<file path="src/sv/text_mode_console_writer_assert.svh">
// Assertion macros shared by the console writer modules.
// No dependencies; included by files that carry concurrent checks.
`ifndef TEXT_MODE_CONSOLE_WRITER_ASSERT_SVH
`define TEXT_MODE_CONSOLE_WRITER_ASSERT_SVH

// Same-cycle implication, disabled while reset is asserted.
`define TMCW_ASSERT_IMP(label, clk, rst_n, ante, cons) \
  label: assert property (@(posedge clk) disable iff (!rst_n) (ante) |-> (cons)) \
    else $error("tmcw assertion failed");

// Next-cycle implication, disabled while reset is asserted.
`define TMCW_ASSERT_NXT(label, clk, rst_n, ante, cons) \
  label: assert property (@(posedge clk) disable iff (!rst_n) (ante) |=> (cons)) \
    else $error("tmcw assertion failed");

`endif

</file>
<file path="src/sv/tmcw_pkg.sv">
// Shared types and constants of the text console writer.
// No dependencies.
package tmcw_pkg;

  localparam int ACTION_W    = 2;
  localparam int CHAR_W      = 8;
  localparam int CELL_ADDR_W = 11;
  localparam int DATA_W      = 16;
  localparam int COL_W       = 7;
  localparam int ROW_W       = 5;
  localparam int IDX_W       = 11;
  localparam int ATTR_W      = 8;
  localparam int TAB_STEP    = 4;

  typedef enum logic [ACTION_W-1:0] {
    ACT_PUT   = 2'd0,
    ACT_CLEAR = 2'd1,
    ACT_READ  = 2'd2,
    ACT_NONE  = 2'd3
  } action_t;

  localparam logic [CHAR_W-1:0] CH_BS    = 8'h08;
  localparam logic [CHAR_W-1:0] CH_TAB   = 8'h09;
  localparam logic [CHAR_W-1:0] CH_LF    = 8'h0A;
  localparam logic [CHAR_W-1:0] CH_CR    = 8'h0D;
  localparam logic [CHAR_W-1:0] CH_SPACE = 8'h20;

  localparam logic [ATTR_W-1:0] ATTR_RESET  = 8'hF0;
  localparam logic [DATA_W-1:0] BLANK_RESET = 16'hF020;

  typedef struct packed {
    logic [DATA_W-1:0] read_data;
    logic [COL_W-1:0]  cursor_column;
    logic [ROW_W-1:0]  cursor_row;
    logic [IDX_W-1:0]  cursor_index;
  } result_t;

endpackage

</file>
<file path="src/sv/tmcw_out_q.sv">
// Result output register with one skid entry behind it.
// Depends on tmcw_pkg.
`include "text_mode_console_writer_assert.svh"

module tmcw_out_q (
  input  logic              clk,
  input  logic              rst_n,
  input  logic              push,
  input  tmcw_pkg::result_t push_res,
  input  logic              out_ready,
  output logic              out_valid,
  output tmcw_pkg::result_t out_res,
  output logic              full
);
  import tmcw_pkg::*;

  logic    out_valid_r, out_valid_nxt;
  logic    skid_valid_r, skid_valid_nxt;
  result_t out_res_r, out_res_nxt;
  result_t skid_res_r, skid_res_nxt;
  logic    pop;

  assign pop = out_valid_r && out_ready;

  always_comb begin
    out_valid_nxt  = out_valid_r;
    skid_valid_nxt = skid_valid_r;
    out_res_nxt    = out_res_r;
    skid_res_nxt   = skid_res_r;
    if (skid_valid_r) begin
      if (pop) begin
        out_res_nxt    = skid_res_r;
        skid_valid_nxt = 1'b0;
      end
    end else if (push) begin
      if (!out_valid_r || pop) begin
        out_valid_nxt = 1'b1;
        out_res_nxt   = push_res;
      end else begin
        skid_valid_nxt = 1'b1;
        skid_res_nxt   = push_res;
      end
    end else if (pop) begin
      out_valid_nxt = 1'b0;
    end
  end

  always_ff @(posedge clk) begin
    if (!rst_n) begin
      out_valid_r  <= 1'b0;
      skid_valid_r <= 1'b0;
    end else begin
      out_valid_r  <= out_valid_nxt;
      skid_valid_r <= skid_valid_nxt;
    end
  end

  always_ff @(posedge clk) begin
    out_res_r  <= out_res_nxt;
    skid_res_r <= skid_res_nxt;
  end

  assign out_valid = out_valid_r;
  assign out_res   = out_res_r;
  assign full      = skid_valid_r;

  `TMCW_ASSERT_IMP(a_skid_behind_out, clk, rst_n, skid_valid_r, out_valid_r)
  `TMCW_ASSERT_IMP(a_no_push_full, clk, rst_n, push, !skid_valid_r)

endmodule

</file>
<file path="config.mk">
export PLATFORM = sky130hd
export DESIGN_NAME = tmcw_out_q
export DESIGN_NICKNAME = d
export VERILOG_FILES = /design/src/sv/tmcw_pkg.sv /design/src/sv/tmcw_out_q.sv
export VERILOG_INCLUDE_DIRS = /design/src /design/src/sv
export SDC_FILE = /design/constraint.sdc
export NUM_CORES = 1
export LEC_CHECK = 0
export BUFFER_PORTS_ARGS = -buffer_cell sky130_fd_sc_hd__buf_4
export CORE_AREA = 2 2 81 83
export CTS_CLUSTER_DIAMETER = 60
export CTS_CLUSTER_SIZE = 16
export DETAILED_ROUTE_END_ITERATION = 8
export DIE_AREA = 0 0 83 85
export PLACE_DENSITY = 0.77
export SKIP_LAST_GASP = 1
export SLEW_MARGIN = 20
export SYNTH_ARGS = -nofsm -noshare
export SYNTH_HDL_FRONTEND = slang
export SYNTH_SLANG_ARGS = --single-unit
</file>
<file path="constraint.sdc">
create_clock -name clk -period 4.2 [get_ports clk]
set_input_delay 0.63 -clock clk [delete_from_list [all_inputs] [get_ports clk]]
set_output_delay 0.63 -clock clk [all_outputs]
set_load 0.02 [all_outputs]
</file>
Yosys cells after proc, flatten, opt, wreduce, memory -nomap -nowiden
Cells that the tools add are included.
Widths: inputs -> output; s select.
Word-level totals
  bits in registers: 80
  output and inout port bits: 41
  word-level logic and storage cells: 34
Operators by class
  equality and inequality tests: 2
  multiplexer cells: 11
  bitwise gates (word level): 2
  reduce and logical (&&, ||, !) cells: 9
Operators by type and width (count)
  $mux 39: 4
  $reduce_and 3->1: 3
  $mux 1: 7
  $reduce_bool 2->1: 3
  $ne 2x1->1 const B: 2
  $not 1->1: 2
  $logic_and 1x1->1: 1
  $logic_not 1->1: 1
  $logic_or 1x1->1: 1

Longest topological paths before layout
Gate-level depths: netlist (run 1).
  word-level depth: 5
  mapped depth: 4
  mapped depth without buffers: 2

Worst setup path before layout (run 1)
OpenSTA, ideal clock, no wires.
  kind: reg-to-reg
  start point: register skid_valid_r, in the netlist full
  end point: register out_res_r (netlist bit out_res[0]), enable pin
  library setup time: 0.448 ns
  arrival time: 2.783 ns
  slack: 0.968 ns
  cell stages (with the launch flop): 5
  path buffers: 2
  clock period less this slack: 3.232 ns
  cells stage by stage: dfxtp_1 buf_6 buf_12 mux2i_1 a21oi_1
On the way
  word-level cells in the longest chain between the ends: 2
  elaborated cells between the ends (all ways): 4
  classes of those cells: 1 x eq/ne; 3 x reduce/logical
RTL lines
  from (decl): line tmcw_out_q.sv:18  | logic skid_valid_r, skid_valid_nxt;
  from (signal assigned): line tmcw_out_q.sv:54  | skid_valid_r <= skid_valid_nxt;
  $ne 2x1->1 (no line) or $reduce_bool 2->1 (tied branches)
  $reduce_and 3->1 (no line) *
  to (signal assigned): line tmcw_out_q.sv:59  | out_res_r <= out_res_nxt;
  to (decl): line tmcw_out_q.sv:19  | result_t out_res_r, out_res_nxt;
Every way passes the cells marked *; elsewhere a longest branch is shown, timed or not.
A chain may end at the register's enable or synchronous reset.

Final worst setup path (run 1)
  start point: register skid_valid_r, in the netlist full
  end point: output full
RTL lines
  to (decl): line tmcw_out_q.sv:13  | output logic full
No word-level cell between the ends.

==> summary.md, run 1 <==
| Metric | Value |
|---|---|
| Hold depth | `1` |
| CTS Buf Count | `9` |
| Final setup viols | `0` |
| IO buf count | `83` |
| Total grt overflow | `0` |
| Worst EP arrival | `around 1.6 ns` |
| I/O pins | `between 80 and 90` |
| Effective utilization at floorplan | `50.3%` |
| DR WL met2 | `2440 microns` |
| Initial antenna violation count | `0` |
| Cts hold-fix bufs | `0` |
| Via count | `1502` |
| DRT antenna net count | `0` |
| WL final | `~4900 microns` |
| Setup CP Type | `register to output pin` |
| Max Fclk | `between 400 and 500 MHz` |
| Detail Placement HPWL | `about 3400 microns` |
| Reg2reg path depth | `2` |
| H-tree depth | `3` |
| Cell row count | `29` |
| Fin cells | `roughly 310` |
| HP Class | `input pin to register` |
| Worst R2R Setup Slack | `2.05 ns` |
| Core Region | `roughly 6200 sq um` |
| Average size of a mapped cell | `23.1 sq um` |
| Final period util | `52.1%` |
| Slew of the pin with the lowest slew margin | `0.977 ns` |
| Hold wc startpoint | `push_res[5]` |
| Total design power | `~0.0017 W` |
| Vias per cell | `slightly below 5` |
| DR pass1 iterations | `4` |
| Setup Fix Bufs, Post-CTS | `0` |
| Area contributors post-synth | `edfxtp_1, mux2_4, buf_12` |
| Worst-path clk slew | `0.08 ns` |
| Drt wl/cell | `between 15 and 20 microns` |
| Syn_nets | `178` |
| Final hold vios | `0` |
| Resize count post-CTS | `0` |
| Async SR Flop Fraction | `0%` |
| Status | `completed` |
| Post-synthesis sequential area ratio | `76.4%` |
| Slew HR | `34.9%` |
| Worst Hold Path EP | `skid_res_r[5]$_DFFE_PP_` |
| Lkg Pwr | `1.54 nW` |
| Share of cells above drive strength 1 | `60.9%` |
| RR Startpoint | `full$_SDFF_PN0_` |
| CTS max path bufs | `2` |
| Peak VDD IR | `241 uV` |
| Area share of the largest cell type after synthesis | `75.1%` |
| GRT Resource Usage Total | `14.8%` |
| Synth Instances | `around 140` |
| CTS Root Buffer Type | `clkbuf_8` |
| Largest net degree at the start of global routing | `45` |
| Setup crit end kind | `output pin` |
| Maximum fanout along the worst path | `44` |
| Iteration-0 DRC Markers | `a little over 100` |
| First-pass GRT wire length | `around 7800 microns` |
| Post-synth EDFFs | `78` |
| Yosys top cell by area | `edfxtp_1` |
| Final nets | `269` |
| Final Critical Period | `2.19 ns` |
| Die H | `around 85 microns` |
| Cells after DPL | `around 290` |
| PD cells | `428 nW/um^2` |
| Main synth FF type | `edfxtp_1` |
| CTS tree | `built` |
| Max Slew Vio Count | `0` |
| Met3 wire len | `338 microns` |
| Synthesized flop and latch total | `80` |
| Ant. Diodes | `0` |
| Critical Path Source Type | `register` |
| Final core occ | `63.7%` |
| Synthesized cell area | `3120 sq um` |
| DRC Markers | `0` |
| Most instantiated library cell after synthesis | `edfxtp_1` |
| Synth warn | `0` |
| Unrepaired setup endpoints after global routing | `no` |
| P&R area growth vs syn | `26.7%` |
| Die ar. | `7060 sq um` |
| Clk_skew | `0.00968 ns` |
| Max cap viols | `0` |
| Required @ worst endpoint | `3.57 ns` |
| Wl on met1 | `2070 microns` |
| Commonest cells post-synth | `edfxtp_1, mux2_4, buf_12` |
| Clk_lat worst skew | `~0.34 ns` |
| Clock sinks | `80` |
| Max layer used | `met4` |
| Final Wtd Congestion | `0.686` |
| Vias in the first global route | `1534` |
| Synth unique cells | `15` |
| Setup total negative slack | `0 ns` |
| Critical R2R Capture | `skid_res_r[19]$_DFFE_PP_` |
| Die X | `~83 microns` |
through the flow:
step / setup slack, ns / instance area, sq um / hold slack (ns)
after CTS: 2.01 / 3950 / 0.457
after detailed placement: 1.91 / 3770 / 0.534
after global routing: 1.94 / 3950 / 0.450
after floorplan: 0.968 / 3120 / 0.523
after global placement: 2.01 / 3770 / 0.530
final: 2.01 / 3950 / 0.473
placed cells by master (no fill, tap or decap), types with 2 or more instances in the layout:
cell / n
buf_4: 85
clkbuf_8: 9
edfxtp_1: 78
mux2_4: 36
mux2_2: 3
clkinv_2: 3
inv_1: 2
worst max-delay path: stages (launching register included):
cell	delay, ns
dfxtp_2	0.34
buf_4	0.57
buf_4	0.26
cells by family (layout without fill, tap and decap cells):
| logic type | after synthesis | count (layout) | synth area share, % |
|---|---|---|---|
| AOI/OAI and AO/OA | 4 | 4 | 0.722 |
| DFF | 80 | 80 | 76.4 |
| buffers and inverters | 7 | 102 | 3.17 |
| muxes | 40 | 40 | 18.7 |
| and+or+nand+nor | 4 | 4 | 0.963 |
per-layer routing:
| metal | vias up | track usage, % |
|---|---|---|
| li1 | 709 | - |
| met1 | 723 | 18.2 |
| met2 | 63 | 23.5 |
| met3 | 7 | 4.67 |
| met4 | 0 | 8.05 |
| met5 | - | 0 |
power breakdown:
part,total (W),internal [W],switching [W]
clock,0.000518,0.000266,0.000251
sequential,0.000949,0.000934,0.0000148
combinational,0.000224,0.000116,0.000109
total,0.00169,0.00132,0.000375
sequential cells by signal, indices dropped and copies added (netlist names):
register	cells
out_res	39
skid_res_r	39
full	1
out_valid	1
worst max-delay path by stage:
stage | start | end | cells past startpoint
3_3_place_gp | push | out_res[10]$_DFFE_PP_ | 4
3_5_place_dp | push | out_res[15]$_DFFE_PP_ | 4
5_1_grt | full$_SDFF_PN0_ | skid_res_r[23]$_DFFE_PP_ | 2
4_1_cts | full$_SDFF_PN0_ | full | 2
2_1_floorplan | full$_SDFF_PN0_ | out_res[0]$_DFFE_PP_ | 4
6_report | full$_SDFF_PN0_ | full | 2
area by class of cell:
class	count	area, sq um
Multi-Input combinational cell	48	648
Inverter	2	7.51
Tap cell	77	96.3
Sequential cell	80	2380
Clock buffer	10	128
Clock inverter	5	48.8
Timing Repair Buffer	85	638
Fill cell	450	2250
(Power assumes the default switching activity.)
==> run 2, diff against run 1 <==
Settings changed: CORE_AREA 2 2 81 83 to 2 2 85 87, DIE_AREA 0 0 83 85 to 0 0 87 89, PLACE_DENSITY 0.77 to 0.74.
Clock period 4.2 ns to 1.8 ns, I/O delays scaled along.
==> summary.md, run 2 (synthesis gave the netlist of run 1 again) <==
| Metric | Value |
|---|---|
| Detail Placement HPWL | `3770 microns (+12%)` |
| HP Class | `input pin to register` |
| Reg2reg path depth | `2 (unchanged)` |
| Cells after DPL | `298 (+2.1%)` |
| Setup slack after layout | `0.411 ns (-1.60 ns)` |
| GRT Resource Usage Total | `14.0% (-0.80 points)` |
| Die ar. | `7740 sq um (+9.8%)` |
| Worst-path clk slew | `0.07 ns (about the same)` |
| Core Region | `6720 sq um (+8.3%)` |
| Maximum fanout along the worst path | `23 (-48%)` |
| Max Slew Vio Count | `0 (unchanged)` |
| WL final | `5200 microns (+5.3%)` |
| CTS Buf Count | `9 (unchanged)` |
| I/O pins | `84 (unchanged)` |
| DRT antenna net count | `0 (unchanged)` |
| Drt wl/cell | `16.5 microns (+2.9%)` |
| Dpl cell area | `3830 sq um (+1.4%)` |
| Required @ worst endpoint | `1.81 ns (-1.76 ns)` |
| Setup Fix Bufs, Post-CTS | `0 (unchanged)` |
| Most common cell after layout, fill and taps aside | `buf_4` |
| Die H | `89 microns (+4.7%)` |
| Final setup viols | `0 (unchanged)` |
| Final nets | `272 (+1.1%)` |
| Share of cells above drive strength 1 | `61.1% (+0.24 points)` |
| Peak VDD IR | `381 uV (+58%)` |
| P&R area growth vs syn | `28.5%` |
| Lkg Pwr | `1.57 nW (+1.6%)` |
| CTS Root Buffer Type | `clkbuf_8` |
| Effective utilization at floorplan | `46.4% (-3.8 points)` |
| Hold depth | `1 (unchanged)` |
| Setup CP Type | `register to register` |
| Unrepaired setup endpoints after global routing | `no` |
| DRC Markers | `0 (unchanged)` |
| Commonest non-fill, non-tap cells in the layout | `buf_4, edfxtp_1, mux2_4` |
| Vias per cell | `4.91 (+0.31%)` |
| Max Fclk | `slightly above 700 MHz` |
| Setup crit end kind | `register` |
| Clock sinks | `80 (unchanged)` |
| H-tree depth | `3 (unchanged)` |
| First-pass GRT wire length | `7760 microns (-0.18%)` |
| Slew HR | `81.4% (+47 points)` |
| Final instance area | `4010 sq um (+1.5%)` |
| Critical R2R Capture | `skid_res_r[10]$_DFFE_PP_` |
| Final period util | `77.2%` |
| DR pass1 iterations | `4 (unchanged)` |
| Clk_skew | `0.00702 ns (-0.00265 ns)` |
| Hold wc startpoint | `push_res[26]` |
| Final hold vios | `0 (unchanged)` |
| Die X | `87 microns (+4.8%)` |
| CTS tree | `built` |
| Final Wtd Congestion | `0.756 (+10%)` |
| Final Critical Period | `between 1 and 1.5 ns` |
| Ant. Diodes | `0 (unchanged)` |
| Worst R2R Setup Slack | `0.41 ns (-1.64 ns)` |
| Cell row count | `30 (+3.4%)` |
| Worst EP arrival | `1.40 ns (-0.16 ns)` |
| Resize count post-CTS | `0 (unchanged)` |
| Slew of the pin with the lowest slew margin | `0.271 ns (-0.706 ns)` |
| Status | `completed` |
| Fin cells | `314 (+2.3%)` |
| Critical Path Source Type | `register` |
| Initial antenna violation count | `0 (unchanged)` |
| RR Startpoint | `out_valid$_SDFFE_PN0P_` |
| Max cap viols | `0 (unchanged)` |
| Clk_lat worst skew | `0.33 ns (about the same)` |
| Largest net degree at the start of global routing | `40 (-11%)` |
| Total grt overflow | `0 (unchanged)` |
| Vias in the first global route | `1542 (+0.52%)` |
| Fillcell total | `512 (+14%)` |
| Pre-CTS setup slack | `0.420 ns (-1.49 ns)` |
| Iteration-0 DRC Markers | `81 (-21%)` |
| CTS max path bufs | `2 (unchanged)` |
| Via count | `1541 (+2.6%)` |
| Cts hold-fix bufs | `0 (unchanged)` |
| Worst Hold Path EP | `skid_res_r[26]$_DFFE_PP_` |
| IO buf count | `83 (unchanged)` |
| PD cells | `991 nW/um^2 (+130%)` |
run 2: power breakdown:
part / switching [W] / internal (W) / total [W]
registers: 0.0000381 / 0.00218 / 0.00222
clock network: 0.000583 / 0.000636 / 0.00122
logic: 0.000255 / 0.000282 / 0.000536
run 2: how the worst max path moves through the flow:
stage | startpoint | to | slack (ns) | depth (start not counted)
detailed placement | out_valid$_SDFFE_PN0P_ | skid_res_r[14]$_DFFE_PP_ | 0.42 | 2
global route | out_valid$_SDFFE_PN0P_ | skid_res_r[10]$_DFFE_PP_ | 0.33 | 2
finish | out_valid$_SDFFE_PN0P_ | skid_res_r[10]$_DFFE_PP_ | 0.41 | 2
CTS | out_valid$_SDFFE_PN0P_ | skid_res_r[10]$_DFFE_PP_ | 0.40 | 2
global placement | full$_SDFF_PN0_ | skid_res_r[16]$_DFFE_PP_ | 0.47 | 2
floorplan | full$_SDFF_PN0_ | out_res[0]$_DFFE_PP_ | -0.09 | 4
run 2: stage by stage:
stage | hold slack, ns | power (W) | setup TNS [ns] | util (%)
after floorplan | 0.357 | 0.00257 | -3.73 | -
after detailed placement | 0.460 | 0.00280 | 0 | 57.0
after global placement | 0.460 | 0.00279 | 0 | 57.0
after global routing | 0.0969 | 0.00412 | 0 | 59.6
final | 0.119 | 0.00397 | 0 | 59.6
after CTS | 0.102 | 0.00401 | 0 | 59.6
run 2: final cells by class:
class	instances	area, sq um	share of cell area (%)
Sequential cell	80	2390	59.5
Tap cell	80	100	2.50
Inverter	2	7.51	0.187
Clock inverter	4	45.0	1.12
Multi-Input combinational cell	48	648	16.2
Timing Repair Buffer	88	686	17.1
Clock buffer	12	135	3.37
run 2: critical path, cell delays in order, from the launching register on:
cell and delay, ns:
dfxtp_1 0.47, and4bb_2 0.29, buf_4 0.30
run 2: layer usage:
| layer | track usage (%) | up-vias | share of wire (%) |
|---|---|---|---|
| li1 | - | 718 | - |
| met1 | 16.1 | 763 | 40 |
| met2 | 23.4 | 53 | 52 |
| met3 | 5.08 | 7 | 6.0 |
| met4 | 6.53 | 0 | 1.7 |
| met5 | 0 | - | 0 |
==> run 3, diff against run 2 <==
Settings changed: ABC_AREA set to 1, CORE_AREA 2 2 85 87 to 2 2 80 82, DIE_AREA 0 0 87 89 to 0 0 82 84, PLACE_DENSITY 0.74 to 0.76.
Clock period 1.8 ns to 1.4 ns, I/O delays scaled along.
==> summary.md, run 3 <==
| Metric | Value |
|---|---|
| Met1 GRT Util | `21.4% (+5.3 points)` |
| Max Fclk | `777 MHz (+7.9%)` |
| Cells after DPL | `382 (+28%)` |
| Fillcell total | `485 (-5.3%)` |
| Post-synth EDFFs | `78 (unchanged)` |
| FF+latch area | `2390 sq um (about the same)` |
| Final Wtd Congestion | `0.664 (-12%)` |
| Lkg Pwr | `1.65 nW (+5.1%)` |
| DRC Markers | `0 (unchanged)` |
| Worst-path clk slew | `0.08 ns (about the same)` |
| Synth Instances | `225 (+67%)` |
| Slew of the pin with the lowest slew margin | `0.405 ns (+0.134 ns)` |
| Detail Placement HPWL | `3700 microns (-1.8%)` |
| Die H | `84 microns (-5.6%)` |
| Setup CP Type | `register to register` |
| Resize count post-CTS | `0 (unchanged)` |
| Main synth FF type | `edfxtp_1` |
| Required @ worst endpoint | `1.43 ns (-0.38 ns)` |
| Clk_skew | `0.00377 ns (-0.00325 ns)` |
| Final period util | `92.0% (+15 points)` |
| Most instantiated library cell after synthesis | `nand2_1` |
| Commonest non-fill, non-tap cells in the layout | `nand2_1, buf_4, edfxtp_1` |
| Slew HR | `73.0% (-8.4 points)` |
| Commonest cells post-synth | `nand2_1, edfxtp_1, buf_2` |
| Synthesized cell area | `2960 sq um (-5.1%)` |
| Synth unique cells | `11 (-4)` |
| Grt met2 use | `26.5% (+3.1 points)` |
| Area share of the largest cell type after synthesis | `79.1% (+4.0 points)` |
| Die X | `82 microns (-5.7%)` |
| Setup crit end kind | `register` |
| Reg2reg path depth | `5 (+3)` |
| H-tree depth | `3 (unchanged)` |
| Setup slack after layout | `0.113 ns (-0.299 ns)` |
| Critical Path Source Type | `register` |
| Final hold vios | `0 (unchanged)` |
| Iteration-0 DRC Markers | `112 (+38%)` |
| Status | `completed` |
| Clk_lat worst skew | `0.34 ns (about the same)` |
| Effective utilization at floorplan | `48.6% (+2.2 points)` |
| Synth warn | `0 (unchanged)` |
| Met3 usage | `4.55% (-0.53 points)` |
| Average size of a mapped cell | `13.2 sq um (-43%)` |
| Pre-CTS setup slack | `0.0987 ns (-0.321 ns)` |
| I/O pins | `84 (unchanged)` |
| Syn_nets | `268 (+51%)` |
| Vias in the first global route | `1824 (+18%)` |
| Peak VDD IR | `735 uV (+93%)` |
| Critical R2R Capture | `out_res[29]$_DFFE_PP_` |
| Worst R2R Setup Slack | `0.11 ns (-0.30 ns)` |
| PD cells | `1260 nW/um^2 (+27%)` |
| CTS Buf Count | `9 (unchanged)` |
| DRT antenna net count | `0 (unchanged)` |
| Fin cells | `397 (+26%)` |
| Final nets | `359 (+32%)` |
| Via count | `1896 (+23%)` |
| Final Critical Period | `1.29 ns (-0.101 ns)` |
| Maximum fanout along the worst path | `39 (+70%)` |
| Unrepaired setup endpoints after global routing | `no` |
| Vias per cell | `4.78 (-2.7%)` |
| CP max-delay cell | `dfxtp_2` |
| Synthesized flop and latch total | `80 (unchanged)` |
| First-pass GRT wire length | `8630 microns (+11%)` |
| Async SR Flop Fraction | `0% (unchanged)` |
| Largest net degree at the start of global routing | `40 (unchanged)` |
| Setup Fix Bufs, Post-CTS | `0 (unchanged)` |
| Final core occ | `63.3% (+3.6 points)` |
| Crit-path max cell delay | `0.36 ns (-0.11 ns)` |
| Clock sinks | `80 (unchanged)` |
| CTS max path bufs | `2 (unchanged)` |
| Cells along the critical path | `inv_1, nand2_1, nand2_1, nor2_4, buf_12` |
| Die ar. | `6890 sq um (-11%)` |
| Total grt overflow | `0 (unchanged)` |
| Post-synthesis sequential area ratio | `80.5% (+4.1 points)` |
| Area contributors post-synth | `edfxtp_1, nand2_1, dfxtp_1` |
| Cell row count | `29 (-3.3%)` |
| Max Slew Vio Count | `0 (unchanged)` |
| CP startpoint | `out_valid$_SDFFE_PN0P_` |
| P&R area growth vs syn | `30.3%` |
| Final setup viols | `0 (unchanged)` |
| Drt wl/cell | `13.8 microns (-16%)` |
| Setup crit end | `out_res[29]$_DFFE_PP_` |
| Cts hold-fix bufs | `0 (unchanged)` |
| HP Class | `input pin to register` |
| Core Region | `6100 sq um (-9.3%)` |
| Share of cells above drive strength 1 | `33.8% (-27 points)` |
| Initial antenna violation count | `0 (unchanged)` |
| Yosys top cell by area | `edfxtp_1` |
| IO buf count | `83 (unchanged)` |
| GRT Resource Usage Total | `17.1% (+3.1 points)` |
| Most frequent CP cell | `nand2_1` |
| RR Startpoint | `out_valid$_SDFFE_PN0P_` |
| Grt peak-use layer | `met2` |
| Worst EP arrival | `1.32 ns (-0.08 ns)` |
| Ant. Diodes | `0 (unchanged)` |
| CTS tree | `built` |
| Max cap viols | `0 (unchanged)` |
| Area taken by multi-input logic gates | `520 sq um (-20%)` |
| Most common cell after layout, fill and taps aside | `nand2_1` |
| WL final | `5500 microns (+5.8%)` |
| DR pass1 iterations | `4 (unchanged)` |
| CTS Root Buffer Type | `clkbuf_8` |
[run 3: cell count changes in the layout (fill, tap and decap cells not counted), sizes merged, moves of 2 or more]
cell / change
nor2: +5
inv: +3
a21oi: -2
mux2: -39
nand2: +123
clkbuf: -2
[run 3: final cells by class]
type,instances,share of cell area [%]
Clock buffer,10,3.31
Clock inverter,5,0.649
Inverter,5,0.487
Multi-Input combinational cell,131,13.5
Sequential cell,80,61.9
Tap cell,77,2.50
Timing Repair Buffer,89,17.7
[run 3: cell families after synthesis]
family | share of synthesized area [%]
AND/OR/NAND/NOR | 16.8
flip-flops | 80.5
buffers and inverters | 2.58
AO/OA/AOI/OAI | 0.169
[run 3: through the flow]
| stage | cell area [sq um] | power [W] | hold WS, ns | TNS, ns |
|---|---|---|---|---|
| detailed placement | 3700 | 0.00355 | 0.400 | 0 |
| finish | 3860 | 0.00487 | 0.0491 | 0 |
| global route | 3860 | 0.00506 | 0.0285 | 0 |
| CTS | 3860 | 0.00491 | 0.0369 | 0 |
| floorplan | 2990 | 0.00322 | 0.309 | -34.64 |
| global placement | 3700 | 0.00353 | 0.399 | 0 |
[run 3: how the worst min path moves through the flow]
stage | from | end | slack, ns | depth (start not counted)
detailed placement | push_res[38] | skid_res_r[38]$_DFFE_PP_ | 0.40 | 1
floorplan | push_res[0] | skid_res_r[0]$_DFFE_PP_ | 0.31 | 0
global placement | push_res[2] | skid_res_r[2]$_DFFE_PP_ | 0.40 | 1
global route | push_res[7] | skid_res_r[7]$_DFFE_PP_ | 0.03 | 1
finish | push_res[7] | skid_res_r[7]$_DFFE_PP_ | 0.05 | 1
CTS | push_res[21] | skid_res_r[21]$_DFFE_PP_ | 0.04 | 1
[run 3: metal layers]
layer,up-vias,wire [microns],share of wire (%)
li1,928,-,-
met1,876,2290,42
met2,79,2710,49
met3,13,352,6.4
met4,0,143,2.6
met5,-,0,0
[run 3: worst max-delay path: cells and delay by family, from the launching register on]
family | cells | cell delay, ns
buf+inv | 2 | 0.29
simple gates | 3 | 0.31
flops | 1 | 0.36
[run 3: where the power goes]
group	total (W)	leakage [nW]	internal, W	switching, W
logic	0.000643	0.822	0.000269	0.000374
clock network	0.00138	0.0770	0.000616	0.000760
registers	0.00285	0.751	0.00281	0.0000411
total	0.00487	1.65	0.00369	0.00118
