==> config.mk <==
export PLATFORM = sky130hd
export DESIGN_NAME = tmcw_seq
export DESIGN_NICKNAME = d
export VERILOG_FILES = /design/src/sv/tmcw_pkg.sv /design/src/sv/tmcw_seq.sv
export VERILOG_INCLUDE_DIRS = /design/src /design/src/sv
export SDC_FILE = /design/constraint.sdc
export NUM_CORES = 1
export LEC_CHECK = 0
export ABC_AREA = 1
export BUFFER_PORTS_ARGS = -buffer_cell sky130_fd_sc_hd__buf_2
export CORE_MARGIN = 2
export CORE_UTILIZATION = 41
export CTS_BUF_LIST = sky130_fd_sc_hd__clkbuf_4 sky130_fd_sc_hd__clkbuf_8
export DETAILED_ROUTE_END_ITERATION = 8
export HOLD_SLACK_MARGIN = 0.02
export PLACE_DENSITY = 0.61
export SETUP_SLACK_MARGIN = 0.02
export SKIP_CTS_REPAIR_TIMING = 1
export SLEW_MARGIN = 20
export SYNTH_ARGS = -nofsm -noshare
export SYNTH_HDL_FRONTEND = slang
export SYNTH_SLANG_ARGS = --single-unit
==> constraint.sdc <==
create_clock -name clk -period 5.5 [get_ports clk]
set_clock_uncertainty 0.2 [all_clocks]
set_input_delay 0.825 -clock clk [delete_from_list [all_inputs] [get_ports clk]]
set_output_delay 0.825 -clock clk [all_outputs]
set_load 0.02 [all_outputs]
==> src/sv/text_mode_console_writer_assert.svh <==
// Assertion macros shared by the console writer modules.
// No dependencies; included by files that carry concurrent checks.
`ifndef TEXT_MODE_CONSOLE_WRITER_ASSERT_SVH
`define TEXT_MODE_CONSOLE_WRITER_ASSERT_SVH

// Same-cycle implication, disabled while reset is asserted.
`define TMCW_ASSERT_IMP(label, clk, rst_n, ante, cons) \
  label: assert property (@(posedge clk) disable iff (!rst_n) (ante) |-> (cons)) \
    else $error("tmcw assertion failed");

// Next-cycle implication, disabled while reset is asserted.
`define TMCW_ASSERT_NXT(label, clk, rst_n, ante, cons) \
  label: assert property (@(posedge clk) disable iff (!rst_n) (ante) |=> (cons)) \
    else $error("tmcw assertion failed");

`endif

==> src/sv/tmcw_pkg.sv <==
// Shared types and constants of the text console writer.
// No dependencies.
package tmcw_pkg;

  localparam int ACTION_W    = 2;
  localparam int CHAR_W      = 8;
  localparam int CELL_ADDR_W = 11;
  localparam int DATA_W      = 16;
  localparam int COL_W       = 7;
  localparam int ROW_W       = 5;
  localparam int IDX_W       = 11;
  localparam int ATTR_W      = 8;
  localparam int TAB_STEP    = 4;

  typedef enum logic [ACTION_W-1:0] {
    ACT_PUT   = 2'd0,
    ACT_CLEAR = 2'd1,
    ACT_READ  = 2'd2,
    ACT_NONE  = 2'd3
  } action_t;

  localparam logic [CHAR_W-1:0] CH_BS    = 8'h08;
  localparam logic [CHAR_W-1:0] CH_TAB   = 8'h09;
  localparam logic [CHAR_W-1:0] CH_LF    = 8'h0A;
  localparam logic [CHAR_W-1:0] CH_CR    = 8'h0D;
  localparam logic [CHAR_W-1:0] CH_SPACE = 8'h20;

  localparam logic [ATTR_W-1:0] ATTR_RESET  = 8'hF0;
  localparam logic [DATA_W-1:0] BLANK_RESET = 16'hF020;

  typedef struct packed {
    logic [DATA_W-1:0] read_data;
    logic [COL_W-1:0]  cursor_column;
    logic [ROW_W-1:0]  cursor_row;
    logic [IDX_W-1:0]  cursor_index;
  } result_t;

endpackage

==> src/sv/tmcw_seq.sv <==
// Console sequencer: cursor, attribute, put/clear/read handling and the
// scroll copy and fill sweeps over the cell memory. Depends on tmcw_pkg.
`include "text_mode_console_writer_assert.svh"

module tmcw_seq #(
  parameter int COLUMNS = 80,
  parameter int ROWS    = 25,
  parameter int AW      = 11
) (
  input  logic                           clk,
  input  logic                           rst_n,
  input  logic                           start,
  input  tmcw_pkg::action_t              action,
  input  logic [tmcw_pkg::CHAR_W-1:0]    char_code,
  input  logic [tmcw_pkg::CELL_ADDR_W-1:0] cell_address,
  input  logic                           cfg_we,
  input  logic [tmcw_pkg::ATTR_W-1:0]    cfg_wdata,
  output logic                           idle,
  output logic                           push,
  output tmcw_pkg::result_t              push_res,
  output logic                           mem_wr_en,
  output logic [AW-1:0]                  mem_wr_addr,
  output logic [tmcw_pkg::DATA_W-1:0]    mem_wr_data,
  output logic                           mem_rd_en,
  output logic [AW-1:0]                  mem_rd_addr,
  input  logic [tmcw_pkg::DATA_W-1:0]    mem_rd_data
);
  import tmcw_pkg::*;

  localparam int CELLS = COLUMNS * ROWS;
  localparam int CW    = $clog2(COLUMNS + TAB_STEP);
  localparam int RW    = $clog2(ROWS + 1);

  typedef enum logic [4:0] {
    S_INIT = 5'b00001,
    S_IDLE = 5'b00010,
    S_READ = 5'b00100,
    S_COPY = 5'b01000,
    S_FILL = 5'b10000
  } seq_state_t;

  seq_state_t        state_r, state_nxt;
  logic [CW-1:0]     col_r, col_nxt;
  logic [RW-1:0]     row_r, row_nxt;
  logic [AW-1:0]     cnt_r, cnt_nxt;
  logic              copy_wr_r, copy_wr_nxt;
  logic [AW-1:0]     copy_dst_r, copy_dst_nxt;
  logic              addr_ok_r, addr_ok_nxt;
  logic [ATTR_W-1:0] attr_r, attr_nxt;

  logic [CW-1:0]     put_col;
  logic [RW-1:0]     put_row;
  logic              put_wr;
  logic              put_scroll;
  logic [AW-1:0]     cur_idx;
  logic              fill_step;
  logic              cnt_last;

  function automatic result_t make_res(input logic [DATA_W-1:0] data,
                                       input logic [CW-1:0] col,
                                       input logic [RW-1:0] row);
    result_t       r;
    logic [AW-1:0] idx;
    idx             = AW'(row) * AW'(COLUMNS) + AW'(col);
    r.read_data     = data;
    r.cursor_column = COL_W'(col);
    r.cursor_row    = ROW_W'(row);
    r.cursor_index  = IDX_W'(idx);
    return r;
  endfunction

  // cursor motion of one put word
  always_comb begin
    put_col = col_r;
    put_row = row_r;
    put_wr  = 1'b0;
    if (char_code == CH_BS) begin
      if (col_r != '0) begin
        put_col = col_r - 1'b1;
      end
    end else if (char_code == CH_TAB) begin
      if (col_r + CW'(TAB_STEP) <= CW'(COLUMNS)) begin
        put_col = col_r + CW'(TAB_STEP);
      end
    end else if (char_code == CH_CR) begin
      put_col = '0;
    end else if (char_code == CH_LF) begin
      put_col = '0;
      put_row = row_r + 1'b1;
    end else if (char_code >= CH_SPACE) begin
      put_wr  = 1'b1;
      put_col = col_r + 1'b1;
    end
    if (put_col >= CW'(COLUMNS)) begin
      put_col = '0;
      put_row = put_row + 1'b1;
    end
    put_scroll = (put_row >= RW'(ROWS));
    if (put_scroll) begin
      put_row = RW'(ROWS - 1);
    end
  end

  assign cur_idx   = AW'(row_r) * AW'(COLUMNS) + AW'(col_r);
  assign fill_step = !copy_wr_r;
  assign cnt_last  = (cnt_r == AW'(CELLS - 1));
  assign idle      = (state_r == S_IDLE);

  // memory port drive
  always_comb begin
    mem_wr_en   = 1'b0;
    mem_wr_addr = cnt_r;
    mem_wr_data = {attr_r, CH_SPACE};
    mem_rd_en   = 1'b0;
    mem_rd_addr = cnt_r;
    case (state_r)
      S_INIT: begin
        mem_wr_en   = fill_step;
        mem_wr_data = BLANK_RESET;
      end
      S_IDLE: begin
        if (start && action == ACT_PUT && put_wr) begin
          mem_wr_en   = 1'b1;
          mem_wr_addr = cur_idx;
          mem_wr_data = {attr_r, char_code};
        end
        if (start && action == ACT_READ) begin
          mem_rd_en   = 1'b1;
          mem_rd_addr = AW'(cell_address);
        end
      end
      S_COPY: begin
        mem_rd_en = 1'b1;
      end
      S_FILL: begin
        mem_wr_en = fill_step;
      end
      default: begin
        mem_wr_en = 1'b0;
      end
    endcase
    if (copy_wr_r) begin
      mem_wr_en   = 1'b1;
      mem_wr_addr = copy_dst_r;
      mem_wr_data = mem_rd_data;
    end
  end

  // sequencing and cursor update
  always_comb begin
    state_nxt    = state_r;
    col_nxt      = col_r;
    row_nxt      = row_r;
    cnt_nxt      = cnt_r;
    copy_wr_nxt  = 1'b0;
    copy_dst_nxt = copy_dst_r;
    addr_ok_nxt  = addr_ok_r;
    attr_nxt     = cfg_we ? cfg_wdata : attr_r;
    push         = 1'b0;
    push_res     = make_res('0, col_r, row_r);
    case (state_r)
      S_INIT: begin
        if (fill_step) begin
          if (cnt_last) begin
            state_nxt = S_IDLE;
            cnt_nxt   = '0;
          end else begin
            cnt_nxt = cnt_r + 1'b1;
          end
        end
      end
      S_IDLE: begin
        if (start) begin
          case (action)
            ACT_PUT: begin
              col_nxt = put_col;
              row_nxt = put_row;
              if (put_scroll) begin
                state_nxt = S_COPY;
                cnt_nxt   = AW'(COLUMNS);
              end else begin
                push     = 1'b1;
                push_res = make_res('0, put_col, put_row);
              end
            end
            ACT_CLEAR: begin
              col_nxt   = '0;
              row_nxt   = '0;
              cnt_nxt   = '0;
              state_nxt = S_FILL;
            end
            ACT_READ: begin
              addr_ok_nxt = (32'(cell_address) < CELLS);
              state_nxt   = S_READ;
            end
            default: begin
              push = 1'b1;
            end
          endcase
        end
      end
      S_READ: begin
        push      = 1'b1;
        push_res  = make_res(addr_ok_r ? mem_rd_data : '0, col_r, row_r);
        state_nxt = S_IDLE;
      end
      S_COPY: begin
        copy_wr_nxt  = 1'b1;
        copy_dst_nxt = cnt_r - AW'(COLUMNS);
        if (cnt_last) begin
          state_nxt = S_FILL;
          cnt_nxt   = AW'((ROWS - 1) * COLUMNS);
        end else begin
          cnt_nxt = cnt_r + 1'b1;
        end
      end
      S_FILL: begin
        if (fill_step) begin
          if (cnt_last) begin
            push      = 1'b1;
            state_nxt = S_IDLE;
            cnt_nxt   = '0;
          end else begin
            cnt_nxt = cnt_r + 1'b1;
          end
        end
      end
      default: begin
        state_nxt = S_IDLE;
      end
    endcase
  end

  always_ff @(posedge clk) begin
    if (!rst_n) begin
      state_r   <= S_INIT;
      col_r     <= '0;
      row_r     <= '0;
      cnt_r     <= '0;
      copy_wr_r <= 1'b0;
      attr_r    <= ATTR_RESET;
    end else begin
      state_r   <= state_nxt;
      col_r     <= col_nxt;
      row_r     <= row_nxt;
      cnt_r     <= cnt_nxt;
      copy_wr_r <= copy_wr_nxt;
      attr_r    <= attr_nxt;
    end
  end

  always_ff @(posedge clk) begin
    copy_dst_r <= copy_dst_nxt;
    addr_ok_r  <= addr_ok_nxt;
  end

  `TMCW_ASSERT_IMP(a_start_idle, clk, rst_n, start, state_r == S_IDLE)
  `TMCW_ASSERT_IMP(a_cursor_range, clk, rst_n, 1'b1, (col_r < CW'(COLUMNS)) && (row_r < RW'(ROWS)))
  `TMCW_ASSERT_NXT(a_clear_fill, clk, rst_n, start && action == ACT_CLEAR, state_r == S_FILL && cnt_r == '0)
  `TMCW_ASSERT_IMP(a_copy_lag, clk, rst_n, copy_wr_r, state_r == S_COPY || state_r == S_FILL)

endmodule

Word level (Yosys, flattened, before mapping)
Cells that the tools add are included.
{"block": "classes", "n_eq_ne": 19, "magnitude_cmp": 5, "n_reduce_logical": 14, "mul": 2, "muxes": 60, "addsub": 9}
{"op": "two-way mux 11 bit", "count": 10}
{"op": "case mux 39 bit (2 select lines)", "count": 1}
{"op": "two-way mux 23 bit", "count": 3}
{"op": "two-way mux 7 bit", "count": 8}
{"op": "two-way mux 5 bit", "count": 11}
{"op": "case mux 11 bit (3 select lines)", "count": 1}
{"op": "== test 8 x 4 -> 1 bit, second input constant", "count": 4}
{"op": "two-way mux 16 bit", "count": 2}
{"op": "case mux 16 bit (2 select lines)", "count": 1}
{"op": "case mux 5 bit (3 select lines)", "count": 2}
{"op": "adder 11 x 7 -> 11 bit", "count": 2}
{"op": "case mux 11 bit (2 select lines)", "count": 1}
{"op": "multiplier 5 x 3 -> 7 bit, second input constant", "count": 2}
{"op": "case mux 7 bit (2 select lines)", "count": 1}
{"op": "two-way mux 1 bit", "count": 13}
{"op": "adder 11 x 1 -> 11 bit, second input constant", "count": 1}
{"op": "== test 11 bit, second input constant", "count": 1}
{"op": "< comparator 11 bit, second input constant", "count": 1}
{"op": "subtractor 11 x 7 -> 11 bit, second input constant", "count": 1}
{"op": "adder 5 x 1 -> 5 bit, second input constant", "count": 2}
{"op": "case mux 5 bit (2 select lines)", "count": 1}
{"op": "greater-or-equal comparator 8 x 6 -> 1 bit, second input constant", "count": 1}
{"op": "two-way mux 8 bit", "count": 1}
{"op": "adder 7 x 1 -> 7 bit, second input constant", "count": 1}
{"op": "29 further kinds", "count": 37}
{"block": "totals", "input_bits": 49, "ff_bits": 49, "word_cells": 117}

Longest topological paths before layout
Gate-level depths: netlist of the first run.
{"block": "depth", "ltp_word": 16, "depth_mapped": 32, "depth_no_buf": 32}

Worst setup path before layout of the first run
OpenSTA, ideal clock, no wires.
{"block": "synth_timing", "path_type": "input to output", "start": "input port char_code[2] in the netlist's numbering", "end": "output port push_res[10] in the netlist's numbering", "cell_stages": 25, "arrival_ns": 4.256, "required_ns": 4.475, "setup_slack_ns": 0.219, "path_cell_list": "inv_1 > nand2_2 > nor2_2 > nand2_4 > o21ai_0 > ha_1 > nand3_1 > xnor2_1 > nand2_2 > nand2_4 > nor2_4 > nand2_4 > nand2_1 > nor2_1 > nor2_1 > ha_1 > fa_1 > xor2_1 > nand3_1 > xor2_1 > xor2_1 > o21ai_1 > nand2_1 > nand2_1 > nand2_1"}
{"item": "from (decl)", "line_no": "tmcw_seq.sv:14", "rtl": "input logic [tmcw_pkg::CHAR_W-1:0] char_code,"}
{"item": "to (decl)", "line_no": "tmcw_seq.sv:20", "rtl": "output tmcw_pkg::result_t push_res,"}

==> results of run 1 <==
==> cell usage in the layout (no fill, tap or decap), types with 3 or more instances in the layout <==
| master | n |
|---|---|
| a21oi_1 | 42 |
| inv_2 | 9 |
| ha_1 | 30 |
| o221ai_1 | 11 |
| nand2_1 | 176 |
| o211ai_1 | 4 |
| nand3_2 | 6 |
| buf_2 | 124 |
| xnor2_1 | 8 |
| nand4_1 | 12 |
| nor3_1 | 14 |
| o22ai_1 | 13 |
| nand3_1 | 40 |
| buf_6 | 5 |
| xor2_1 | 26 |
| clkbuf_8 | 5 |
| nor2_2 | 8 |
| nand2_2 | 11 |
| nor2_1 | 96 |
| buf_4 | 46 |
| nand2_4 | 7 |
| o21ai_0 | 52 |
| o21ai_1 | 4 |
| nor2_4 | 3 |
| inv_1 | 97 |
| inv_4 | 5 |
| dfxtp_1 | 33 |
| fa_1 | 3 |
| edfxtp_1 | 12 |
==> stage by stage <==
step	TNS, ns	cell area, um2	power, uW	utilization
finish	0	6410	1540	0.531
global route	-0.230	6410	1650	0.531
CTS	-0.147	6200	1540	0.514
detailed placement	-0.0738	6060	1230	0.503
global placement	0	6060	1230	0.503
floorplan	0	5080	1020	-
==> flip-flops by register name, summed over array words and instances (netlist names) <==
name        count
addr_ok_r       1
attr_r          8
cnt_r          11
col_r           7
copy_dst_r     11
copy_wr_r       1
row_r           5
state_r         5
==> area by class of cell <==
| cell class | count | area, um2 |
|---|---|---|
| flip-flops and latches | 49 | 1110 |
| inverters | 113 | 437 |
| repair buffers | 175 | 1020 |
| multi-input cells | 601 | 3490 |
| fillers | 1272 | 5650 |
| clock inverters | 3 | 65.1 |
| well taps | 168 | 210 |
| clock buffers | 5 | 68.8 |
==> worst max path at each step <==
stage,startpoint,endpoint,slack (ns),cells after the start
6_report,char_code[5],push_res[10],0.12,28
5_1_grt,char_code[5],push_res[10],-0.18,29
4_1_cts,col_r[2]$_SDFFE_PN0P_,push_res[10],-0.15,31
3_5_place_dp,char_code[6],push_res[10],-0.07,28
3_3_place_gp,char_code[6],push_res[10],0.02,28
2_1_floorplan,char_code[2],push_res[10],0.22,25
==> worst max-delay path, stage by stage <==
cell,delay [ns]
buf_6,0.10
inv_4,0.05
nand2_4,0.05
nor2_8,0.18
nand4_4,0.14
nor2_4,0.21
o211ai_1,0.13
nand3_1,0.15
o21bai_4,0.20
inv_4,0.06
nand2_4,0.06
nand2_4,0.06
nor2_4,0.14
nand2_4,0.07
nand2_4,0.07
inv_2,0.04
nor2_1,0.10
nor2_1,0.06
ha_2,0.19
fa_2,0.55
nand3_1,0.09
xor2_1,0.19
xor2_1,0.22
o21ai_1,0.09
nand2_1,0.09
nand2_1,0.05
nand2_1,0.07
buf_6,0.12
==> metal layers <==
layer  part of all wire  GRT usage  wire length (um)  vias to the layer above
met1               0.47      0.335              7450                     2566
li1                   -          -                 -                     2902
met5                  0          0                 0                        -
met4              0.016     0.0538               249                        0
met2               0.47      0.407              7460                      149
met3              0.046     0.0221               726                       18
==> power by group through the flow <==
| stage | registers, uW | clock network (uW) | logic [uW] |
|---|---|---|---|
| after floorplan | 457 | 0 | 566 |
| final | 459 | 307 | 774 |
| after detailed placement | 468 | 0 | 767 |
| after CTS | 459 | 312 | 770 |
| after global placement | 467 | 0 | 763 |
| after global routing | 464 | 322 | 867 |
==> cell families after synthesis <==
family,count (synthesis),share of synthesized area
DFF,49,0.217
AOI/OAI and AO/OA,143,0.167
buffers and inverters,142,0.113
adders and majority gates,35,0.0921
and+or+nand+nor,387,0.348
xor gates and xnor gates,36,0.0635
==> summary.txt, run 1 <==
Job
  – Max Cap Violations: 0

Cells and area
  – Layout area overhead: 26.0%
  – Final net count: ~1000
  – # diodes: 0
  – Fraction of layout cells with a size suffix above 1: 0.270
  – Final Non-Filler Cells: 1114

Detailed routing
  – Drc violations: 0
  – Vias: 5635
  – Final ANT Viol Nets: 0
  – First drt pass iteration count: 5
  – Via/cell ratio: around 5.1
  – Average wire per standard cell: 14.3 um
  – Initial DRC Count: 352
  – WL final: 15900 um

Outcome
  – Outcome: completed

Synthesis
  – Synth area leaders: dfxtp_1, nand2_1, ha_1
  – Post-Syn Area: 5080 um2
  – Synth warn: 0
  – Most common cell in the netlist: nand2_1
  – Post-synthesis register bit count: 49
  – Post-Synthesis Cells: just under 800
  – Syn_area_per_cell: 6.42 um2
  – Top cell types by occurrence after synthesis: nand2_1, inv_1, nor2_1
  – Mapped Nets: 876
  – Post-synth top area cell: dfxtp_1
  – Most used flip-flop cell after synthesis: dfxtp_1
  – Post-synthesis sequential area ratio: 0.217
  – Synth top area share: 0.146
  – Cell variety after synth: 55
  – FFs w/ async S/R, synth: 0
  – EDFF count, synth: 12

CTS
  – TritonCTS clock tree: yes
  – Max Root-Sink Buffers: 2
  – Reg clk slew, reported paths: 0.09 ns
  – CTS buffer count: 5
  – Number of clock sinks: slightly below 50
  – Worst skew pair latency: around 0.30 ns
  – Root Driver: clkbuf_8
  – H-tree level count: 2

Floorplanning
  – Die area: 13300 um2
  – Die Ht: 115 um
  – Row cnt: 40
  – Initial Util: 0.421
  – Die X: 115 um
  – Num ports: 130
  – Core ar.: 12100 um2

Placement
  – Pre-CTS setup slack: -0.0738 ns
  – I/O Buffers: roughly 130
  – GPL Wtd Cong: 0.911
  – HPWL after DPL: 12600 um
  – Dpl cells: 1096

GRT
  – Gr usage total: 0.241
  – Initial antenna violation count: 0
  – First-pass GRT wire length: 25900 um
  – Largest net degree at the start of global routing: 24
  – Vias in the first global route: 5235
  – GR Overflow Total: 0

Critical path
  – Reg2reg path depth: 12
  – Reg-to-reg endpoint: row_r[0]$_SDFFE_PN0P_
  – Critical Path End Type: primary output
  – Setup crit start kind: primary input
  – Startpoint of the worst register-to-register path: state_r[2]$_SDFFE_PN0P_
  – Reg-to-reg slack, setup: approximately 1.7 ns
  – Crit Path Class: in2out
  – Crit path DAT: 4.36 ns
  – CP max FO: 8
  – WP data required: 4.47 ns

Power and ir drop
  – Clock power frac: 0.199
  – Combinational fraction of design power: 0.503
  – Int Power: 854 uW
  – Sequential share of power: 0.298
  – Switch Pwr: 686 uW
  – Switch share: 0.445
  – Ratio of total power to cell area: 240 nW/um2
  – Lkg Pwr: 0.00331 uW
  – Max rail drop VDD: 238 uV

Timing
  – Final Setup Violations: 0
  – Fmax: 186 MHz
  – Final hold vios: 0
  – Pins over their slew limit: 0
  – Post-route minimum period: 5.38 ns
  – Fin worst setup slack: 0.117 ns
  – Worst-margin pin slew: just over 0.8 ns
  – Final period util: 0.979
  – WHS: 0.238 ns
  – Slew HR: 0.450
  – RSZ-0062 raised after global routing: yes

Worst hold path
  – Hold path start: cnt_r[3]$_SDFFE_PN0P_
  – HP Class: reg2reg
  – Hold path endpoint: copy_dst_r[3]$_DFFE_PP_
  – Worst hold path depth: 0
Note: power is estimated with default switching activity, not from simulation.
==> inputs of run 2 (changes only) <==
--- a/config.mk
+++ b/config.mk
@@ -9,11 +9,11 @@
 export ABC_AREA = 1
 export BUFFER_PORTS_ARGS = -buffer_cell sky130_fd_sc_hd__buf_2
 export CORE_MARGIN = 2
-export CORE_UTILIZATION = 41
+export CORE_UTILIZATION = 55
 export CTS_BUF_LIST = sky130_fd_sc_hd__clkbuf_4 sky130_fd_sc_hd__clkbuf_8
 export DETAILED_ROUTE_END_ITERATION = 8
 export HOLD_SLACK_MARGIN = 0.02
-export PLACE_DENSITY = 0.61
+export PLACE_DENSITY = 0.79
 export SETUP_SLACK_MARGIN = 0.02
 export SKIP_CTS_REPAIR_TIMING = 1
 export SLEW_MARGIN = 20
==> summary.txt, run 2 (synthesized netlist as in run 1, its figures left out) <==
Placement
  – Instance area after placement: 5910 um2 (-2.5%)
  – I/O Buffers: 129 (unchanged)
  – HPWL after DPL: 12300 um (-2.2%)
  – GPL Wtd Cong: 0.953 (+4.7%)
  – Dpl cells: 1028 (-6.2%)
  – Pre-CTS setup slack: -0.0740 ns (-0.000204 ns)

GRT
  – Largest net degree at the start of global routing: 24 (unchanged)
  – GR Overflow Total: 0 (unchanged)
  – First-pass GRT wire length: 25000 um (-3.3%)
  – Gr usage total: 0.305 (+0.0637)
  – Vias in the first global route: 5371 (+2.6%)
  – Initial antenna violation count: 0 (unchanged)

Critical path
  – Critical Path Max Stage Delay: 0.38 ns (-0.17 ns)
  – Crit Path Class: in2out
  – CP max FO: 8 (unchanged)
  – Most Frequent Cell on Critical Path: nand2_4
  – Top cell family by delay on the critical path: simple AND/OR/NAND/NOR gates
  – Critical Path End Type: primary output
  – Startpoint of the worst register-to-register path: state_r[2]$_SDFFE_PN0P_
  – WP data required: 4.47 ns (about the same)
  – Bufs and invs on worst path: 5 (unchanged)
  – Reg2reg path depth: 12 (unchanged)
  – Reg-to-reg endpoint: col_r[2]$_SDFFE_PN0P_
  – Reg-to-reg slack, setup: 1.76 ns (+0.04 ns)
  – Setup crit start kind: primary input
  – Crit path DAT: 4.50 ns (+0.14 ns)
  – CP max stage cell: fa_2

Outcome
  – Violated checks: setup timing
  – Outcome: finished with violations

Timing
  – Fin worst setup slack: -0.0294 ns (-0.146 ns)
  – Fmax: 181 MHz (-2.6%)
  – Post-route minimum period: 5.53 ns (+0.146 ns)
  – Worst-margin pin slew: 0.756 ns (-0.0664 ns)
  – Final hold vios: 0 (unchanged)
  – Final Setup Violations: 1 (+1)
  – Pins over their slew limit: 0 (unchanged)
  – WHS: 0.242 ns (+0.00427 ns)
  – Final period util: 1.01 (+0.0266)
  – Slew HR: 0.494 (+0.0444)
  – RSZ-0062 raised after global routing: yes

Power and ir drop
  – Switch Pwr: 685 uW (-0.17%)
  – Sequential share of power: 0.316 (+0.018)
  – Ratio of total power to cell area: 231 nW/um2 (-3.8%)
  – Combinational fraction of design power: 0.529 (+0.026)
  – Int Power: 763 uW (-11%)
  – Switch share: 0.473 (+0.0277)
  – Max rail drop VDD: 186 uV (-22%)
  – Lkg Pwr: 0.00324 uW (-2.1%)
  – Clock power frac: 0.155 (-0.044)

CTS
  – TritonCTS clock tree: yes
  – CTS buffer count: 5 (unchanged)
  – Number of clock sinks: 49 (unchanged)
  – Root Driver: clkbuf_8
  – Max Root-Sink Buffers: 2 (unchanged)
  – Worst skew pair latency: 0.31 ns (about the same)
  – Reg clk slew, reported paths: 0.10 ns (about the same)
  – H-tree level count: 2 (unchanged)

Detailed routing
  – First drt pass iteration count: 5 (unchanged)
  – Vias: 5853 (+3.9%)
  – Drc violations: 0 (unchanged)
  – Final ANT Viol Nets: 0 (unchanged)
  – WL final: 15800 um (-0.73%)
  – Average wire per standard cell: 15.1 um (+5.8%)
  – Via/cell ratio: 5.60 (+11%)
  – Initial DRC Count: 271 (-23%)

Worst hold path
  – Worst hold path depth: 0 (unchanged)
  – Hold path start: cnt_r[3]$_SDFFE_PN0P_
  – Hold path endpoint: copy_dst_r[3]$_DFFE_PP_
  – HP Class: reg2reg

Floorplanning
  – Die area: 10000 um2 (-25%)
  – Die Ht: 100 um (-13%)
  – Initial Util: 0.558 (+0.137)
  – Row cnt: 35 (-13%)
  – Die X: 100 um (-13%)
  – Num ports: 130 (unchanged)
  – Core ar.: 9110 um2 (-24%)

Cells and area
  – Layout area overhead: 23.1%
  – # diodes: 0 (unchanged)
  – Largest registers: cnt_r x11, copy_dst_r x11, attr_r x8
  – Most common cell after layout, fill and taps aside: nand2_1
  – Fin area: 6260 um2 (-2.3%)
  – Fin util: 0.687 (+0.156)
  – Final Non-Filler Cells: 1045 (-6.2%)
  – Final net count: 1017 (-1.2%)
  – Most frequent cells in the layout: nand2_1, buf_2, inv_1
  – Fraction of layout cells with a size suffix above 1: 0.272 (+0.00239)

Job
  – Max Cap Violations: 0 (unchanged)
[run 2: changes by cell type in the layout (fill, tap and decap cells not counted), sizes merged]
cell      before  now
clkbuf         5    6
clkinvlp       0    1
bufinv         2    0
inv          111  112
buf          175  162
[run 2: area by class of cell]
cell class	count	area (um2)
Multi-Input combinational cell	601	3530
Fill cell	830	2850
Sequential cell	49	1110
Timing Repair Buffer	163	938
Inverter	113	439
Tap cell	111	139
Clock buffer	5	68.8
Clock inverter	3	25.0
[run 2: per-layer routing]
layer	GRT usage	up-vias	wire (um)
met5	0	-	0
met4	0.102	0	374
met3	0.0474	39	1150
met2	0.526	252	7810
met1	0.390	2686	6440
li1	-	2876	-
[run 2: per-stage QoR]
| step | setup TNS, ns | total power [uW] |
|---|---|---|
| after global routing | -0.271 | 1560 |
| after CTS | -0.207 | 1440 |
| after detailed placement | -0.0740 | 1220 |
| final | -0.0294 | 1450 |
| after floorplan | 0 | 1020 |
| after global placement | 0 | 1200 |
[run 2: worst max-delay path by stage]
| stage | start | to | slack (ns) | depth (start not counted) |
|---|---|---|---|---|
| 3_5_place_dp | char_code[6] | push_res[10] | -0.07 | 29 |
| 2_1_floorplan | char_code[2] | push_res[10] | 0.22 | 25 |
| 3_3_place_gp | char_code[6] | push_res[10] | 0.09 | 29 |
| 6_report | char_code[0] | push_res[10] | -0.03 | 32 |
| 4_1_cts | col_r[4]$_SDFFE_PN0P_ | push_res[10] | -0.21 | 30 |
| 5_1_grt | char_code[0] | push_res[10] | -0.26 | 32 |
[run 2: power groups by stage]
stage | Combinational, uW | Sequential [uW] | Clock [uW]
floorplan | 566 | 457 | 0
CTS | 755 | 458 | 226
global placement | 735 | 465 | 0
global route | 854 | 464 | 241
detailed placement | 752 | 466 | 0
finish | 766 | 458 | 224
[run 2: worst reg2reg max path, stage by stage, from the launching register on]
cell and delay [ns]:
dfxtp_1 0.35, nor2_1 0.15, inv_1 0.09, nor4_4 0.12
buf_4 0.30, clkinv_1 0.51, nor2_2 0.51, inv_2 0.12
a21oi_1 0.13, inv_1 0.19, nor2_1 0.64, nand2_1 0.14
a21oi_1 0.19
